**config.mk**
```make
export PLATFORM = sky130hd
export DESIGN_NAME = utf8_to_utf32_decoder
export DESIGN_NICKNAME = d
export VERILOG_FILES = /design/src/hdl/u8dec_pkg.sv /design/src/hdl/u8dec_step.sv /design/src/hdl/utf8_to_utf32_decoder.sv
export SDC_FILE = /design/constraint.sdc
export NUM_CORES = 1
export LEC_CHECK = 0
export BUFFER_PORTS_ARGS = -buffer_cell sky130_fd_sc_hd__clkbuf_2
export CORE_AREA = 2 2 79 81
export CTS_BUF_LIST = sky130_fd_sc_hd__clkbuf_4 sky130_fd_sc_hd__clkbuf_8 sky130_fd_sc_hd__clkbuf_16
export CTS_CLUSTER_DIAMETER = 100
export DETAILED_ROUTE_END_ITERATION = 8
export DIE_AREA = 0 0 81 83
export MAX_ROUTING_LAYER = met4
export PLACE_DENSITY = 0.51
export SYNTH_ARGS = -nofsm -noshare
export SYNTH_HDL_FRONTEND = slang
export SYNTH_SLANG_ARGS = --single-unit
```
**constraint.sdc**
```tcl
create_clock -name i_clk -period 2.2 [get_ports i_clk]
set_input_delay 0.11 -clock i_clk [delete_from_list [all_inputs] [get_ports i_clk]]
set_output_delay 0.11 -clock i_clk [all_outputs]
set_load 0.01 [all_outputs]
```
**src/hdl/u8dec_pkg.sv**
```systemverilog
package u8dec_pkg;

    localparam int unsigned BYTE_W  = 8;
    localparam int unsigned POINT_W = 21;
    localparam int unsigned PEND_W  = 2;
    localparam int unsigned CONT_W  = 6;   // payload bits of a following byte
    localparam int unsigned TDATA_W = 24;  // code point padded to whole bytes

    // Following bytes expected after each kind of lead
    localparam logic [PEND_W-1:0] PEND_NONE  = 2'd0;
    localparam logic [PEND_W-1:0] PEND_LEAD2 = 2'd1;
    localparam logic [PEND_W-1:0] PEND_LEAD3 = 2'd2;
    localparam logic [PEND_W-1:0] PEND_LEAD4 = 2'd3;

    typedef struct packed {
        logic [PEND_W-1:0]  pending;
        logic [POINT_W-1:0] partial;
    } t_dec_state;

    typedef struct packed {
        logic               emit;
        logic [POINT_W-1:0] code_point;
        logic               point_valid;
        logic               string_done;
    } t_dec_res;

endpackage

```
**src/hdl/u8dec_step.sv**
```systemverilog
module u8dec_step
    import u8dec_pkg::*;
(
    input  t_dec_state        i_state,
    input  logic [BYTE_W-1:0] i_byte,
    input  logic              i_last,
    output t_dec_state        o_state,
    output t_dec_res          o_res
);

    logic [POINT_W-1:0] shifted;
    logic [PEND_W-1:0]  pend_dec;
    logic               have_point;
    logic [POINT_W-1:0] point;
    t_dec_state         nxt;

    assign shifted  = {i_state.partial[POINT_W-CONT_W-1:0], i_byte[CONT_W-1:0]};
    assign pend_dec = i_state.pending - PEND_W'(1);

    always_comb begin
        nxt        = i_state;
        have_point = 1'b0;
        point      = '0;
        if (i_state.pending == PEND_NONE) begin
            unique casez (i_byte)
                8'b0???????: begin
                    point      = POINT_W'(i_byte);
                    have_point = 1'b1;
                end
                8'b10??????: begin
                    // stray continuation: drop
                end
                8'b110?????: begin
                    nxt.partial = POINT_W'(i_byte[4:0]);
                    nxt.pending = PEND_LEAD2;
                end
                8'b1110????: begin
                    nxt.partial = POINT_W'(i_byte[3:0]);
                    nxt.pending = PEND_LEAD3;
                end
                default: begin
                    // 0xF0 and up, long leads included
                    nxt.partial = POINT_W'(i_byte[2:0]);
                    nxt.pending = PEND_LEAD4;
                end
            endcase
        end else begin
            nxt.partial = shifted;
            nxt.pending = pend_dec;
            if (pend_dec == PEND_NONE) begin
                point       = shifted;
                have_point  = 1'b1;
                nxt.partial = '0;
            end
        end
        // end of string discards any open sequence
        if (i_last) begin
            nxt = '0;
        end
    end

    assign o_state           = nxt;
    assign o_res.emit        = have_point | i_last;
    assign o_res.code_point  = point;
    assign o_res.point_valid = have_point;
    assign o_res.string_done = i_last;

endmodule

```
**src/hdl/utf8_to_utf32_decoder.sv**
```systemverilog
// A result is registered and appears on the master side in the cycle after its byte beat is taken.
// Throughput: one byte beat per cycle, sustained; a beat is taken whenever the
// result register is empty or is being drained in the same cycle.
// Reset: synchronous, active low; clears the open sequence and the result valid flag.
module utf8_to_utf32_decoder
    import u8dec_pkg::*;
(
    input  logic               i_clk,
    input  logic               i_rst_n,
    input  logic               s_axis_tvalid,
    output logic               s_axis_tready,
    input  logic [BYTE_W-1:0]  s_axis_tdata,   // [7:0] byte_in
    input  logic               s_axis_tlast,   // end_of_string
    output logic               m_axis_tvalid,
    input  logic               m_axis_tready,
    output logic [TDATA_W-1:0] m_axis_tdata,   // [20:0] code_point, [23:21] zero
    output logic               m_axis_tuser,   // [0] point_valid
    output logic               m_axis_tlast    // string_done
);

    // Decoder state: following bytes still owed and the bits gathered so far
    t_dec_state r_state;
    t_dec_state n_state;

    // Result register; it holds each result for the consumer, and a beat is taken
    // only while it is empty or is being drained in the same cycle
    logic       r_out_valid;
    logic       n_out_valid;
    t_dec_res   r_out;
    t_dec_res   step_res;

    logic       in_beat;
    logic       out_beat;

    assign out_beat      = r_out_valid & m_axis_tready;
    assign s_axis_tready = ~r_out_valid | m_axis_tready;
    assign in_beat       = s_axis_tvalid & s_axis_tready;

    u8dec_step u_step (
        .i_state (r_state),
        .i_byte  (s_axis_tdata),
        .i_last  (s_axis_tlast),
        .o_state (n_state),
        .o_res   (step_res)
    );

    always_comb begin
        n_out_valid = r_out_valid;
        if (out_beat) begin
            n_out_valid = 1'b0;
        end
        // a beat that completes a character or ends the string loads a result
        if (in_beat && step_res.emit) begin
            n_out_valid = 1'b1;
        end
    end

    always_ff @(posedge i_clk) begin
        if (!i_rst_n) begin
            r_state     <= '0;
            r_out_valid <= 1'b0;
        end else begin
            r_out_valid <= n_out_valid;
            if (in_beat) begin
                r_state <= n_state;
            end
        end
    end

    // Payload: load only; no reset needed
    always_ff @(posedge i_clk) begin
        if (in_beat && step_res.emit) begin
            r_out <= step_res;
        end
    end

    assign m_axis_tvalid = r_out_valid;
    assign m_axis_tdata  = TDATA_W'(r_out.code_point);
    assign m_axis_tuser  = r_out.point_valid;
    assign m_axis_tlast  = r_out.string_done;

`ifndef SYNTH
    // A full result register that is not drained stalls the input side
    a_stall: assert property (@(posedge i_clk) disable iff (!i_rst_n)
        r_out_valid && !m_axis_tready |-> !s_axis_tready)
        else $error("input taken while result register is blocked");

    // The last byte of a string always leaves a result with string_done
    a_last_result: assert property (@(posedge i_clk) disable iff (!i_rst_n)
        in_beat && s_axis_tlast |=> r_out_valid && m_axis_tlast)
        else $error("end of string produced no end marker");

    // The last byte of a string discards any open sequence
    a_last_clear: assert property (@(posedge i_clk) disable iff (!i_rst_n)
        in_beat && s_axis_tlast |=> r_state.pending == PEND_NONE && r_state.partial == '0)
        else $error("sequence state survived end of string");

    // A result without a character is a bare end marker with a zero point
    a_bare_marker: assert property (@(posedge i_clk) disable iff (!i_rst_n)
        r_out_valid && !r_out.point_valid |-> r_out.string_done && r_out.code_point == '0)
        else $error("result without character or end marker");
`endif

endmodule

```
==> results of run 1 <==
-- cell type report --
type	count	area, um2
clock buffers	8	91.3
fillers	611	3830
inverters	1	3.75
multi-input cells	94	534
flip-flops and latches	41	1050
well taps	75	93.8
repair buffers	40	208
-- where the power goes --
part / internal [mW] / switching, mW / total, mW / leakage [nW]
clock network: 0.262 / 0.226 / 0.488 / 0.0498
logic: 0.0553 / 0.0959 / 0.151 / 0.334
registers: 0.848 / 0.0139 / 0.862 / 0.372
-- state kept, by name, summed over array words and instances, names as in the netlist --
register and flops:
m_axis_tvalid 1, m_axis_tlast 1, m_axis_tuser 1, r_state 17, m_axis_tdata 21
-- placed cells by master, fill, tap and decap left out, drive strengths merged --
cell type  count
dfxtp         18
and2          21
and3b          1
o311ai         3
o211ai         2
buf            3
o21ai         18
conb           3
or2            1
a22oi          1
nand2b         2
clkbuf        45
edfxtp        23
inv            1
nor3b          1
nand2         15
nor2b          2
nor2           4
a21oi          2
a21boi         1
nand3         17
-- tightest hold or removal path, cell delays in order --
cell      delay [ns]
clkbuf_2        0.10
nand2_1         0.05
o21ai_0         0.06
-- final timing paths --
| kind | start | endpoint | slack [ns] | cells past startpoint |
|---|---|---|---|---|
| worst max-delay path | r_state[21] | r_state[4] | 0.51 | 4 |
| worst min-delay path | s_axis_tdata[2] | r_state[2] | 0.08 | 3 |
| worst max register to register | r_state[21] | r_state[4] | 0.51 | 4 |
| worst min register to register | r_state[10] | r_state[10] | 0.47 | 2 |
-- through the flow --
step / power (mW) / hold WS (ns)
finish: 1.50 / 0.0797
global route: 1.58 / 0.101
CTS: 1.53 / 0.0777
detailed placement: 1.03 / 0.378
global placement: 1.03 / 0.376
floorplan: 0.976 / 0.209
-- kinds of logic after synthesis --
family	synth area share [%]
AND/OR/NAND/NOR	20.8
other	0.228
buffers and inverters	4.33
AO/OA/AOI/OAI	10.8
flip-flops	63.8
-- layer usage --
metal  global-route usage (%)  vias to the layer above
met2                     14.2                       23
met5                        -                        -
met4                     4.93                        0
met3                     2.61                        6
li1                         -                      577
met1                     11.0                      507
==> impl_results.md, run 1 <==
- Layout cells sized above 1: 28.8%
- Post-synth top area share: 41.9%
- Final non-filler cell area: 1980 um2
- Met1 WL: 1240 um
- Vias in the first global route: 1009
- Outcome: finished, final reports clean
- Vias per cell: 4.30
- Non-filler cells, final: 259
- Final hold violation count: 0
- NumNets Final: 196
- Via count: 1113
- Die height: 83 um
- Clock Skew: 0.00794 ns
- Flops & latches, synth: 41
- Top Metal Used: met4
- Setup_tns: 0 ns
- RSZ-0062 raised after global routing: no
- Hold_buf cts: 0
- Slew Limit Fails: 0
- N_diodes: 0
- Post-layout util: 34.1%
- Crit path max fanout: 15
- 1st-iter DRT viols: 86
- Die X: 81 um
- Initial core utilization: 28.3%
- Gpl congestion: 0.778
- Clock sink count: 41
- Die area: 6720 um2
- EDFF count, synth: 23
- Met3 WL: 110 um
- Synth cell count leaders: edfxtp_1 (23), and2_1 (21), dfxtp_1 (18)
- # IOs: 41
- Crit path cell chain: nor2b_1 -> nor3b_2 -> o211ai_1 -> o21ai_0
- Cell family with most CP delay: simple AND/OR/NAND/NOR gates
- Core area: 5820 um2
- Top-count cell post-synth: edfxtp_1
- Critical path startpoint category: flop
- Worst slew pin tran: 0.824 ns
- Worst path max stage delay: 0.70 ns
- Crit path DAT: 1.85 ns
- Period utilisation layout: 76.9%
- Clock Path Buffers: 2
- Routed WL: 2820 um
- Clk pin slew, worst setup/hold paths: 0.07 ns
- Top_reg_cell synth: edfxtp_1
- HPWL after DPL: 2020 um
- Ranking of synthesized cells by area: edfxtp_1 (42%), dfxtp_1 (22%), and2_1 (8.0%)
- Post-layout min period: 1.69 ns
- Post-synthesis sequential area ratio: 63.8%
- Wire per inst: 10.9 um
- Ys Warns: 0
- H-Tree Level Count: 2
- CP Capture Type: flop
- CTS tree: done
- Fmax: 591 MHz
- Number of port buffers: 37
- Placed inst area: 1890 um2
- Largest net degree at the start of global routing: 35
- Row cnt: 28
- Gr usage total: 9.30%
- Critical Path RT: 2.36 ns
- Synth unique cells: 28
- Mean post-synth cell area: 11.4 um2
- Finish-stage setup viols: 0
- First-pass GRT wire length: 4690 um
- Top cell type by total area after synthesis: edfxtp_1
- Crit path kind: reg2reg
- Crit-path slowest cell: nor2b_1
- Place WS: 0.515 ns
- Max-Cap Viols: 0
- Cell area after synthesis: 1650 um2
- Worst-skew pair later-pin latency: 0.28 ns
- CTS buffer count: 5
- Final ANT Viol Nets: 0
- Async set or reset register ratio after synthesis: 0%
- Global-route congestion overflow total: 0
- Tightest Hold Check Type: in2reg
- Buf/Inv on CP: 0
- Final setup margin: 0.508 ns
- # resized after CTS: 0
- Slew margin rel.: 44.9%
- Initial antenna violation count: 0
- Root buf cell: clkbuf_8
- Post-Syn Instances: 144
- Layout area overhead: 20.4%
- DR pass1 iterations: 4
- IR drop worst, VDD: 0.264 mV
- Post-CTS Setup Bufs: 0
- Cell Pwr Density: 757 nW/um2
- Metal2 WL: 1410 um
- Dpl cells: 251
- Number of remaining DRC errors: 0
- Static leakage: 0.756 nW
(Power assumes the default switching activity.)
==> run 2: changes to the inputs <==
--- a/config.mk
+++ b/config.mk
@@ -5,6 +5,7 @@
 export SDC_FILE = /design/constraint.sdc
 export NUM_CORES = 1
 export LEC_CHECK = 0
+export ABC_AREA = 1
 export BUFFER_PORTS_ARGS = -buffer_cell sky130_fd_sc_hd__clkbuf_2
 export CORE_AREA = 2 2 79 81
 export CTS_BUF_LIST = sky130_fd_sc_hd__clkbuf_4 sky130_fd_sc_hd__clkbuf_8 sky130_fd_sc_hd__clkbuf_16
==> constraint.sdc (replaced) <==
create_clock -name i_clk -period 1.5 [get_ports i_clk]
set_input_delay 0.075 -clock i_clk [delete_from_list [all_inputs] [get_ports i_clk]]
set_output_delay 0.075 -clock i_clk [all_outputs]
set_load 0.01 [all_outputs]
==> run 2 against run 1 <==
  * Hold slack lost 0.067 ns
  * Critical endpoint is now m_axis_tdata[15]
  * Largest power group unchanged
  * Highest routed layer unchanged
  * Design area is 4.7% higher
  * First-iteration DRC count up 9.3%
  * Utilization rose by 1.6 points
  * Area after synthesis grew 0.23%
  * Via count grew 14%
==> impl_results.md, run 2 <==
- 1st-iter DRT viols: 94 (was 86)
- First-pass GRT wire length: 5670 um (was 4690 um)
- Global-route congestion overflow total: 0 (unchanged)
- Mean post-synth cell area: 9.22 um2 (was 11.4 um2)
- Wire per inst: 10.8 um (was 10.9 um)
- Crit path cell chain: inv_1 -> a21oi_1 -> o21ai_0 -> inv_2 -> buf_12 (was nor2b_1 -> nor3b_2 -> o211ai_1 -> o21ai_0)
- Vias per cell: 4.27 (was 4.30)
- Largest net degree at the start of global routing: 31 (was 35)
- FF/Latch Area: 1050 um2 (unchanged)
- Die X: 81 um (unchanged)
- Critical Path RT: 1.50 ns (was 2.36 ns)
- HPWL after DPL: 2270 um (was 2020 um)
- RSZ-0062 raised after global routing: no (unchanged)
- Final setup margin: 0.146 ns (was 0.508 ns)
- Clock Path Buffers: 2 (unchanged)
- Row cnt: 28 (unchanged)
- Place WS: 0.154 ns (was 0.515 ns)
- Static leakage: 0.887 nW (was 0.756 nW)
- Clock power share: 39.2% (was 32.5%)
- Vias in the first global route: 1269 (was 1009)
- Tightest Hold Check Type: in2reg (unchanged)
- Logic pwr share: 11.9% (was 10.1%)
- Placed inst area: 1940 um2 (was 1890 um2)
- Worst r2r src: r_state[21] (unchanged)
- Crit path from: r_state[21] (unchanged)
- CTS tree: done (unchanged)
- Fmax: 738 MHz (was 591 MHz)
- Cell Pwr Density: 1280 nW/um2 (was 757 nW/um2)
- Initial antenna violation count: 0 (unchanged)
- H-Tree Level Count: 2 (unchanged)
- Synth cell count leaders: nor2_1 (40), inv_1 (30), edfxtp_1 (23) (was edfxtp_1 (23), and2_1 (21), dfxtp_1 (18))
- Async set or reset register ratio after synthesis: 0% (unchanged)
- Via count: 1268 (was 1113)
- Post-synthesis sequential area ratio: 63.7% (was 63.8%)
- Number of remaining DRC errors: 0 (unchanged)
- N_diodes: 0 (unchanged)
- Clock Skew: 0.00519 ns (was 0.00794 ns)
- Synth unique cells: 17 (was 28)
- Flop pwr share: 48.9% (was 57.4%)
- Die area: 6720 um2 (unchanged)
- Crit path kind: reg2reg (unchanged)
- Die height: 83 um (unchanged)
- Period utilisation layout: 90.3% (was 76.9%)
- Worst-skew pair later-pin latency: 0.29 ns (was 0.28 ns)
- Worst path max stage delay: 0.40 ns (was 0.70 ns)
- Final non-filler cell area: 2080 um2 (was 1980 um2)
- Buf/Inv on CP: 3 (was 0)
- Non-filler cells, final: 297 (was 259)
- Switching Fraction: 22.9% (was 22.4%)
- Fill count: 651 (was 611)
- Max reg flops: 21 (unchanged)
- DR pass1 iterations: 4 (unchanged)
- Layout cells sized above 1: 23.0% (was 28.8%)
- NumNets Final: 234 (was 196)
- Most frequent cells in the layout: nor2_1 (40), clkbuf_2 (37), inv_1 (29) (was clkbuf_2 (37), edfxtp_1 (23), and2_1 (21))
- Crit-path slowest cell: dfxtp_1 (was nor2b_1)
- Post-synth top area share: 41.8% (was 41.9%)
- Critical path startpoint category: flop (unchanged)
- Flops & latches, synth: 41 (unchanged)
- Top-count cell post-synth: nor2_1 (was edfxtp_1)
- Internal Pwr Total: 2.05 mW (was 1.17 mW)
- Gpl congestion: 0.745 (was 0.778)
- Sw Pwr: 0.608 mW (was 0.336 mW)
- Top cell type by total area after synthesis: edfxtp_1 (unchanged)
- Dpl cells: 289 (was 251)
- Crit path max fanout: 23 (was 15)
- Initial core utilization: 28.4% (was 28.3%)
- Number of port buffers: 37 (unchanged)
- CTS buffer count: 5 (unchanged)
- Clock sink count: 41 (unchanged)
- Top_reg_cell synth: edfxtp_1 (unchanged)
- EDFF count, synth: 23 (unchanged)
- Ys Warns: 0 (unchanged)
- Post-layout min period: 1.35 ns (was 1.69 ns)
- Hold_buf cts: 0 (unchanged)
- Core area: 5820 um2 (unchanged)
- Final hold violation count: 0 (unchanged)
- Cell area after synthesis: 1650 um2 (about the same)
- Slew Limit Fails: 0 (unchanged)
- Ranking of synthesized cells by area: edfxtp_1 (42%), dfxtp_1 (22%), nor2_1 (9.1%) (was edfxtp_1 (42%), dfxtp_1 (22%), and2_1 (8.0%))
- # IOs: 41 (unchanged)
- Max-Cap Viols: 0 (unchanged)
- Outcome: finished, final reports clean (unchanged)
- Root buf cell: clkbuf_8 (unchanged)
- Layout area overhead: 25.8% (was 20.4%)
- Worst Hold Launch: s_axis_tlast (was s_axis_tdata[2])
- Final ANT Viol Nets: 0 (unchanged)
- Post-CTS Setup Bufs: 0 (unchanged)
- Clk pin slew, worst setup/hold paths: 0.08 ns (was 0.07 ns)
- Post-Syn Instances: 179 (was 144)
- Post-layout util: 35.7% (was 34.1%)
- Routed WL: 3220 um (was 2820 um)
- IR drop worst, VDD: 0.481 mV (was 0.264 mV)
- Crit path DAT: 1.36 ns (was 1.85 ns)
- Cell family with most CP delay: flip-flops (was simple AND/OR/NAND/NOR gates)
- CP Capture Type: flop (unchanged)
- Setup_tns: 0 ns (unchanged)
- Most common cell after layout, fill and taps aside: nor2_1 (was clkbuf_2)
- # resized after CTS: 0 (unchanged)
- Finish-stage setup viols: 0 (unchanged)
- Gr usage total: 11.2% (was 9.30%)
- Area occupied by multi-input gates: 444 um2 (was 534 um2)
[run 2: worst reg2reg max path, delay by kind of cell, from the launching register on]
family                 cells  cell delay (ns)
AOI/OAI and AO/OA          2             0.30
buffers and inverters      3             0.36
DFF                        1             0.40
[run 2: final timing paths]
kind / slack, ns / depth (start not counted) / endpoint
max: 0.15 / 5 / m_axis_tdata[15]
min: 0.01 / 1 / m_axis_tlast
max reg2reg: 0.15 / 5 / m_axis_tdata[15]
min reg2reg: 0.46 / 2 / r_state[12]
[run 2: power by group through the flow]
stage	clock network, mW	logic [mW]	registers (mW)
6_report	1.04	0.317	1.30
3_3_place_gp	0	0.319	1.33
3_5_place_dp	0	0.322	1.33
2_1_floorplan	0	0.173	1.35
5_1_grt	1.12	0.363	1.31
4_1_cts	1.07	0.323	1.30
[run 2: cells by family (layout without fill, tap and decap cells)]
kind of cell	Yosys count	count (layout)	share of synthesized area, %
buffers and inverters	38	79	9.86
other	1	3	0.227
AND/OR/NAND/NOR	62	62	14.6
flip-flops	41	41	63.7
AO/OA/AOI/OAI	37	37	11.6
[run 2: area by class of cell]
type,instances,share of cell area [%]
Clock buffer,5,3.32
Clock inverter,3,3.13
Inverter,30,5.42
Multi-Input combinational cell,102,21.4
Sequential cell,41,50.6
Tap cell,75,4.52
Timing Repair Buffer,41,11.6
[run 2: per-stage QoR]
stage               hold WS, ns  power, mW
floorplan                 0.174       1.52
global placement          0.330       1.65
detailed placement        0.316       1.65
CTS                     0.00648       2.69
global route            0.00682       2.80
finish                   0.0123       2.66
[run 2: layer usage]
| layer | routed length, um | vias to the layer above | global-route usage (%) |
|---|---|---|---|
| met3 | 209 | 6 | 3.91 |
| met1 | 1350 | 578 | 12.2 |
| met4 | 55 | 0 | 3.85 |
| met2 | 1600 | 37 | 18.7 |
| met5 | 0 | - | - |
| li1 | - | 647 | - |
